`src/rtl/pstk_pkg.sv`:
```
// ----------------------------------------------------------------------------
// pstk_pkg
// shared constants, types and helpers of the pair sum top-k spread unit
// ----------------------------------------------------------------------------
`default_nettype none

package pstk_pkg;

    localparam int MAX_BAGS    = 64;
    localparam int WEIGHT_BITS = 30;
    localparam int BAGS_BITS   = 7;
    localparam int TOTAL_BITS  = 37;
    localparam int NCELL       = MAX_BAGS - 1;
    localparam int SUM_BITS    = WEIGHT_BITS + 1;
    localparam int FILL_BITS   = $clog2(MAX_BAGS);
    localparam int SEEN_BITS   = $clog2(MAX_BAGS + 1);

    typedef logic [WEIGHT_BITS-1:0] weight_t;
    typedef logic [SUM_BITS-1:0]    sum_t;
    typedef logic [TOTAL_BITS-1:0]  total_t;
    typedef logic [FILL_BITS-1:0]   fill_t;
    typedef logic [SEEN_BITS-1:0]   seen_t;
    typedef logic [BAGS_BITS-1:0]   bags_t;

    // controller to datapath
    typedef struct packed {
        logic accept;
        logic trim;
        logic step;
        logic emit;
    } pstk_cmd_t;

    // datapath to controller
    typedef struct packed {
        logic need_trim;
        logic last;
        logic out_free;
    } pstk_status_t;

    // strict ordering used by both lists
    function automatic logic better(sum_t a, sum_t b, logic upper);
        return upper ? (a > b) : (a < b);
    endfunction

    // effective group count, clamped to 1 .. MAX_BAGS
    function automatic seen_t clamp_bags(bags_t b);
        if (b == '0)
            return seen_t'(1);
        else if (int'(b) > MAX_BAGS)
            return seen_t'(MAX_BAGS);
        else
            return seen_t'(b);
    endfunction

endpackage

`default_nettype wire

```
`src/rtl/pstk_ctrl.sv`:
```
// ----------------------------------------------------------------------------
// pstk_ctrl
// sequencer: accept, trim after a lowered group count, insert, emit
// ----------------------------------------------------------------------------
`default_nettype none

module pstk_ctrl (
    input  wire logic                    clk,
    input  wire logic                    rst_n,
    input  wire logic                    in_valid,
    output logic                         in_ready,
    input  wire pstk_pkg::pstk_status_t  status,
    output pstk_pkg::pstk_cmd_t          cmd
);

    typedef enum logic [2:0] {
        S_IDLE = 3'b001,
        S_WORK = 3'b010,
        S_EMIT = 3'b100
    } state_t;

    state_t state_reg;
    state_t state_next;

    always_comb
    begin
        state_next = state_reg;
        cmd        = '0;
        in_ready   = 1'b0;
        case (state_reg)
            S_IDLE:
            begin
                in_ready   = 1'b1;
                cmd.accept = in_valid;
                if (in_valid)
                    state_next = S_WORK;
            end
            S_WORK:
            begin
                if (status.need_trim)
                begin
                    cmd.trim = 1'b1;
                end
                else
                begin
                    cmd.step   = 1'b1;
                    state_next = status.last ? S_EMIT : S_IDLE;
                end
            end
            S_EMIT:
            begin
                if (status.out_free)
                begin
                    cmd.emit   = 1'b1;
                    state_next = S_IDLE;
                end
            end
            default:
            begin
                state_next = S_IDLE;
            end
        endcase
    end

    always_ff @(posedge clk or negedge rst_n)
    begin
        if (!rst_n)
            state_reg <= S_IDLE;
        else
            state_reg <= state_next;
    end

endmodule

`default_nettype wire
```
`config.mk`:
```
export PLATFORM = sky130hd
export DESIGN_NAME = pstk_ctrl
export DESIGN_NICKNAME = d
export VERILOG_FILES = /design/src/rtl/pstk_pkg.sv /design/src/rtl/pstk_ctrl.sv
export SDC_FILE = /design/constraint.sdc
export NUM_CORES = 1
export LEC_CHECK = 0
export ABC_AREA = 1
export BUFFER_PORTS_ARGS = -buffer_cell sky130_fd_sc_hd__buf_2
export CAP_MARGIN = 20
export CORE_AREA = 3 3 40 42
export DETAILED_ROUTE_END_ITERATION = 10
export DIE_AREA = 0 0 43 45
export SLEW_MARGIN = 30
export SYNTH_ARGS = -nofsm -noshare
export SYNTH_HDL_FRONTEND = slang
export SYNTH_SLANG_ARGS = --single-unit
```
`constraint.sdc`:
```
create_clock -name clk -period 1.6 [get_ports clk]
set_input_delay 0.32 -clock clk [delete_from_list [all_inputs] [get_ports clk]]
set_output_delay 0.32 -clock clk [all_outputs]
set_load 0.02 [all_outputs]
```
Word-level counts from Yosys, hierarchy flattened
Cells that the tools add are included.
W data, S select, Z words.

word-level totals
  bits of input ports = 6
  logic and storage cells = 20
  output and inout port bits = 5
  bits in registers = 3

cells by class
  reductions and logical operators = 1
  equal/unequal tests = 6
  mux-type cells = 12

operators with widths
  kind                  count
  $mux W3               4
  $pmux W3 S3           1
  $mux W1               6
  $ne A2 B2 Y1 const B  3
  $eq A3 B1 Y1 const B  1
  $eq A3 B2 Y1 const B  1
  $eq A3 B3 Y1 const B  1
  $reduce_and A3 Y1     1
  $mux W2               1

Logic depth before layout (Yosys ltp)
Gate-level depths: netlist of the first run.

  word-level depth = 3
  depth in mapped cells = 4
  gate-level depth less buffers = 4

Least setup slack after synthesis of the first run
OpenSTA, ideal clock, no wires.

  kind = reg-to-output
  start = register state_reg[1]
  end = output cmd[0] (netlist name)
  slack = 144 ps
  stages on the path, launching flop included = 2
  buffers on the path = 0
  required time = 1280 ps
  arrival = 1136 ps
  cell sequence = dfrtp_1 > nor4_1

RTL lines
  element                 line             text
  start, declared         pstk_ctrl.sv:22  state_t state_reg;
  start signal, assigned  pstk_ctrl.sv:70  state_reg <= state_next;
  end, declared           pstk_ctrl.sv:13  output pstk_pkg::pstk_cmd_t cmd

==> results of run 1 <==
[worst max-delay path, stage by stage, from the launching register on]
cell	delay, ns
dfstp_2	0.58
nand3_2	0.12
nor2_1	0.09
buf_2	0.16
[final cells by class]
type	count	area share, %
multi-input cells	15	30.3
inverters	7	8.82
clock buffers	4	8.82
repair buffers	11	20.2
flip-flops and latches	3	25.6
well taps	15	6.30
[cell families after synthesis]
group	count (synthesis)	share of synthesized area [%]
DFF	3	40.7
and+or+nand+nor	12	35.3
AOI/OAI and AO/OA	3	10.0
buffers and inverters	7	14.0
[path summary, 6_finish.rpt]
check | start | to | depth (start not counted)
setup / recovery | state_reg[0] | cmd[3] | 3
hold / removal | in_valid | state_reg[1] | 3
setup reg to reg | state_reg[0] | state_reg[0] | 4
hold reg to reg | state_reg[0] | state_reg[0] | 2
max in group asynchronous | rst_n | state_reg[0] | 2
min in group asynchronous | rst_n | state_reg[2] | 2
[cell usage after synthesis (all sizes together)]
cell type,instances,area share (%)
dfrtp,2,27
dfstp,1,14
inv,7,14
nand2,3,6.0
nand3,2,5.3
nand4,3,13
nor2,2,4.0
nor4,2,6.7
o21ai,3,10
[layer usage]
metal | GRT usage, % | vias to the layer above | share of wire, % | wire (um)
met3 | 4.78 | 0 | 12 | 54
met4 | 5.42 | 0 | 0 | 0
met2 | 8.68 | 9 | 44 | 202
li1 | - | 113 | - | -
met1 | 7.52 | 95 | 44 | 206
met5 | 0 | - | 0 | 0
[power by group through the flow]
stage                     Sequential, W  Combinational (W)  Clock (W)
after floorplan                0.000153           0.000175          0
after global placement         0.000160           0.000233          0
after detailed placement       0.000161           0.000236          0
after CTS                      0.000161           0.000237   0.000139
after global routing           0.000172           0.000272   0.000157
final                          0.000163           0.000240   0.000132
[metrics by stage]
step / power, W / hold WS [ns] / util, %
floorplan: 0.000328 / 0.0244 / -
global placement: 0.000393 / 0.116 / 20.0
detailed placement: 0.000397 / 0.117 / 20.0
CTS: 0.000537 / 0.392 / 22.8
global route: 0.000601 / 0.424 / 23.2
finish: 0.000535 / 0.389 / 23.2
[repair_timing]
item | in CTS | in global routing
hold buffers | 1 | 0
setup endpoints to repair | 0 | 1
gates resized for setup | 0 | 1
endpoints found under the hold margin | 2 | 0
==> run metrics, run 1 <==
outcome=finished, final reports clean; Clock Skew=0.000476 ns; Post-Layout Cell Count=55; Clock Sinks=3; yosys warns=0; initial antenna violation count=0; CTS tree=done; Antenna Diode Count=0; Logic pwr share=44.8%; final setup margin=0.0989 ns; Vias per Instance=3.95; Setup TNS=0 ns; vias=217; Multi-input gate area=90.1 um2; worst slew pin tran=0.219 ns; Starting DRT DRC Count=6; CP endpoint kind=output port; DRC viols=0; register area=76.3 um2; global-route wire length before repair=897 um; Filler Cell Count=149; largest net degree at the start of global routing=7; Int Power=0.000298 W; CTS root buf=clkbuf_4; Final Hold Fails=0; die area=0.00194 mm2; Slew Limit Headroom=85.3%; vias in the first global route=211; H-tree levels=1; Port Buffers=10; CP Max Fanout=6; First-pass DRT Iterations=4; deepest clock path buffer count=2; Synth-to-Final Area Change=58.7%; post-synthesis cell area=188 um2; final WL=463 um; Final period util=93.8%; Power Density=1800 mW/mm2; commonest cells after routing, fill and taps aside=buf_2 (10), inv_1 (4), inv_2 (3), nand2_1 (3), clkbuf_4 (3); Mean Syn Cell Area=7.51 um2; initial cell density of the core=14.6%; placed wire-length estimate=366 um; TritonCTS buffer count=3; Final setup viols=0; Placement Setup Slack=0.285 ns; WL per Instance=8.42 um; net count after synthesis=31; Seq pwr share=30.5%; Overflow after GRT=0; switching share of power=44.4%; core area=0.00128 mm2; RSZ-0062 raised after global routing=no; gr usage total=6.76%; Final Net Count=47; postcts setup bufs=0; Max IR drop VDD=0.418 mV; antenna-violating nets left=0; Skew-Pair Late Insertion Delay=0.23 ns; share of cells above drive strength 1=50.0%; Leak=0.181 nW; commonest non-fill, non-tap cell in the layout=buf_2; max FFs per register=3; synth unique cells=12; post-synthesis instance total=25; Final Cell Area=298 um2; crit path DAT=1.18 ns; chip width=43 um; row count=13; clock network power share=24.7%; Die H=45 um; final slew viol count=0; P_sw=0.000237 W; Placer Congestion=0.765; minimum clock period=1.50 ns; cell count after placement=50; required time of the critical path=1.28 ns; f_max=666 MHz; Post-DP Area=256 um2; Reg clk slew, reported paths=0.04 ns; max_cap viols=0; critical path type=flip-flop to output port; Worst Hold Class=input port to flip-flop; sequential-to-total area share from yosys stat=40.7%; #FFs+latches synth=3; Setup crit start kind=flip-flop; I/O pin total=11; r2r setup slk=0.60 ns
No activity file was read; power rests on OpenSTA's default activity.
==> inputs of run 2 (changes only) <==
- SETUP_SLACK_MARGIN: not set -> 0.5
==> run metrics, run 2 (synthesis results as in run 1) <==
outcome=finished, final reports clean; H-tree levels=1; final slew viol count=0; CP Max Fanout=5; Worst Hold Class=input port to flip-flop; Max IR drop VDD=0.584 mV; required time of the critical path=1.28 ns; WL per Instance=10.4 um; Clock Skew=0.000170 ns; Final setup viols=0; vias=239; Reg-to-Reg Start=state_reg[0]; Die H=45 um; Final Net Count=52; core area=0.00128 mm2; Post-Layout Cell Count=60; Placer Congestion=0.682; Worst setup endpoint=cmd[2]; worst slew pin tran=0.181 ns; Leak=0.205 nW; critical path type=flip-flop to output port; Setup TNS=0 ns; row count=13; f_max=678 MHz; First-pass DRT Iterations=1; Reg clk slew, reported paths=0.04 ns; DRC viols=0; Multi-input gate area=144 um2; Slew Limit Headroom=87.8%; CTS tree=done; final WL=625 um; Synth-to-Final Area Change=128%; die area=0.00194 mm2; Antenna Diode Count=0; commonest cells after routing, fill and taps aside=buf_2 (5), buf_6 (5), buf_4 (5); TritonCTS buffer count=3; Setup crit start kind=flip-flop; r2r setup slk=0.49 ns; deepest clock path buffer count=2; final setup margin=0.125 ns; gr usage total=9.02%; minimum clock period=1.47 ns; crit path DAT=1.15 ns; RSZ-0062 raised after global routing=yes; max_cap viols=0; initial cell density of the core=14.6%; Worst R2R Path Depth=5; cell count after placement=50; largest net degree at the start of global routing=6; Filler Cell Count=155; Placement Setup Slack=0.250 ns; Worst R2R End=state_reg[2]; Vias per Instance=3.98; Port Buffers=10; Overflow after GRT=0; Critical Path Start=state_reg[0]; Power Density=1880 mW/mm2; Skew-Pair Late Insertion Delay=0.23 ns; antenna-violating nets left=0; Final period util=92.2%; CP endpoint kind=output port; initial antenna violation count=0; global-route wire length before repair=1.21 mm; Starting DRT DRC Count=0; I/O pin total=11; max FFs per register=3; vias in the first global route=262; share of cells above drive strength 1=71.1%; total power=0.000805 W; CTS root buf=clkbuf_4; placed wire-length estimate=400 um; register area=78.8 um2; chip width=43 um; Clock Sinks=3; Final Hold Fails=0
run 2: per-layer routing:
metal | routed length, um | track usage (%) | vias up
li1 | - | - | 123
met1 | 263 | 10.2 | 109
met2 | 322 | 14.4 | 7
met3 | 39 | 4.78 | 0
met4 | 0 | 3.61 | 0
met5 | 0 | 0 | -
run 2: final cells by class:
cell class / count / area share [%]
inverters: 7 / 7.31
clock buffers: 4 / 6.14
multi-input cells: 15 / 33.6
well taps: 15 / 4.39
flip-flops and latches: 3 / 18.4
repair buffers: 16 / 30.1
run 2: stage by stage:
stage	cell area [um2]	utilization (%)	hold WS [ns]
4_1_cts	420	32.7	0.394
2_1_floorplan	241	-	0.0244
3_3_place_gp	310	24.1	0.117
3_5_place_dp	310	24.1	0.119
6_report	428	33.3	0.400
5_1_grt	428	33.3	0.402
run 2: worst min-delay path by stage:
stage                     slack (ns)  cells past startpoint      start           end
after global routing            0.40                      2      rst_n  state_reg[2]
final                           0.40                      3  status[1]  state_reg[2]
after global placement          0.12                      1      rst_n  state_reg[2]
after floorplan                 0.02                      0      rst_n  state_reg[1]
after detailed placement        0.12                      1      rst_n  state_reg[2]
after CTS                       0.39                      3  status[1]  state_reg[2]
run 2: critical path: stages (launching register included):
cell     delay (ns)
dfstp_2        0.60
inv_2          0.08
nand4_4        0.08
inv_2          0.04
buf_6          0.12
run 2: timing repair:
action | 4_1_cts | 5_1_grt
pin swaps | 4 | 2
buffers inserted | 4 | 1
endpoints found under the setup margin | 5 | 8
hold endpoints to repair | 2 | 0
gates resized for setup | 14 | 0
hold buffers | 1 | 0
run 2: report_power, final:
part           leakage (nW)  internal, W  switching (W)
registers            0.0343     0.000120      0.0000653
logic                 0.156     0.000243       0.000244
clock network        0.0150    0.0000934      0.0000389
total                 0.205     0.000457       0.000349
==> inputs of run 3 (changes only) <==
- clock period: 1.6 -> 1.2 ns (I/O delays scaled with it)
==> run metrics, run 3 (synthesis results as in run 1) <==
antenna-violating nets left=0; Die H=45 um; placed wire-length estimate=486 um; Vias per Instance=4.20; CP endpoint kind=output port; DRC viols=0; r2r setup slk=0 ns; share of cells above drive strength 1=78.0%; critical-path cell list=buf_6 -> nor4_4 -> buf_4; CP Max Fanout=4; H-tree levels=1; CTS root buf=clkbuf_4; Skew-Pair Late Insertion Delay=0.24 ns; First-pass DRT Iterations=1; f_max=701 MHz; CTS tree=done; Starting DRT DRC Count=0; Antenna Diode Count=0; core area=0.00128 mm2; gr usage total=8.76%; crit path DAT=1.19 ns; final WL=708 um; largest net degree at the start of global routing=6; worst slew pin tran=0.184 ns; final design utilization=38.2%; max_cap viols=0; Final Net Count=57; Power Density=2490 mW/mm2; Port Buffers=10; RSZ-0062 raised after global routing=yes; deepest clock path buffer count=2; TritonCTS buffer count=3; row count=13; Synth-to-Final Area Change=161%; Final setup viols=5; Crit path depth=3; outcome=finished with violations; Final Hold Fails=0; Reg clk slew, reported paths=0.04 ns; violated checks=setup timing; register area=77.6 um2; slowest stage delay, CP=0.40 ns; I/O pin total=11; commonest cells after routing, fill and taps aside=buf_6 (9), buf_4 (6), buf_2 (5); global-route wire length before repair=1.16 mm; Final period util=119%; WL per Instance=10.9 um; initial antenna violation count=0; commonest non-fill, non-tap cell in the layout=buf_6; minimum clock period=1.43 ns; Filler Cell Count=130; critical path type=flip-flop to output port; Slew Limit Headroom=87.7%; Worst Hold Class=input port to asynchronous set/reset pin; final setup margin=-0.226 ns; Clock Skew=0.00116 ns; max FFs per register=3; chip width=43 um; initial cell density of the core=14.6%; final slew viol count=0; Placer Congestion=0.672; Setup crit start kind=flip-flop; Leak=0.235 nW; CP delay by family, top=flip-flops; vias=273; crit path buf inv count=2; Multi-input gate area=153 um2; required time of the critical path=0.96 ns; Slowest-stage cell, CP=dfstp_2; Worst R2R Path Depth=5; vias in the first global route=272; WHS=0.324 ns; Clock Sinks=3; Overflow after GRT=0; die area=0.00194 mm2; Max IR drop VDD=0.839 mV
## run 3: changes by cell type in the layout (fill, tap and decap cells not counted), sizes merged
| cell | before | now |
|---|---|---|
| buf | 15 | 20 |
## run 3: repair_timing
item	CTS	global route
hold buffers	1	0
hold endpoints to repair	3	0
pin swaps	5	2
resized for setup	15	2
gates cloned	0	0
endpoints found under the setup margin	8	8
setup buffers	4	2
## run 3: metal layers
| metal | vias up | routed length [um] | part of all wire (%) | GRT usage (%) |
|---|---|---|---|---|
| li1 | 136 | - | - | - |
| met1 | 125 | 249 | 35 | 8.50 |
| met2 | 9 | 379 | 54 | 13.2 |
| met3 | 3 | 49 | 6.9 | 4.38 |
| met4 | 0 | 29 | 4.1 | 9.04 |
| met5 | - | 0 | 0 | 0 |
## run 3: power by group
part | total (W) | internal, W | switching (W)
sequential | 0.000241 | 0.000159 | 0.0000823
clock | 0.000184 | 0.000125 | 0.0000592
combinational | 0.000798 | 0.000426 | 0.000372
## run 3: path summary, 6_finish.rpt
kind,start,to
max,state_reg[0],cmd[1]
min,rst_n,state_reg[2]
max reg2reg,state_reg[0],state_reg[0]
min reg2reg,state_reg[2],state_reg[2]
max in group asynchronous,rst_n,state_reg[0]
min in group clk,status[1],state_reg[2]
## run 3: layout make-up
type | instances | share of cell area, %
timing repair buffer | 21 | 37.0
multi-input combinational | 15 | 31.1
inverter | 7 | 6.89
clock buffer | 4 | 5.36
sequential | 3 | 15.8
tap | 15 | 3.83
## run 3: per-stage QoR
step                total power [W]  std cells  setup TNS [ns]  area, um2  worst slack, ns
floorplan                  0.000597         25               0        255           0.0532
global placement           0.000767         54         -0.0466        354          -0.0406
detailed placement         0.000774         54         -0.0653        354          -0.0520
CTS                         0.00119         63          -0.919        469           -0.225
global route                0.00130         65           -1.17        490           -0.276
finish                      0.00122         65          -0.910        490           -0.226
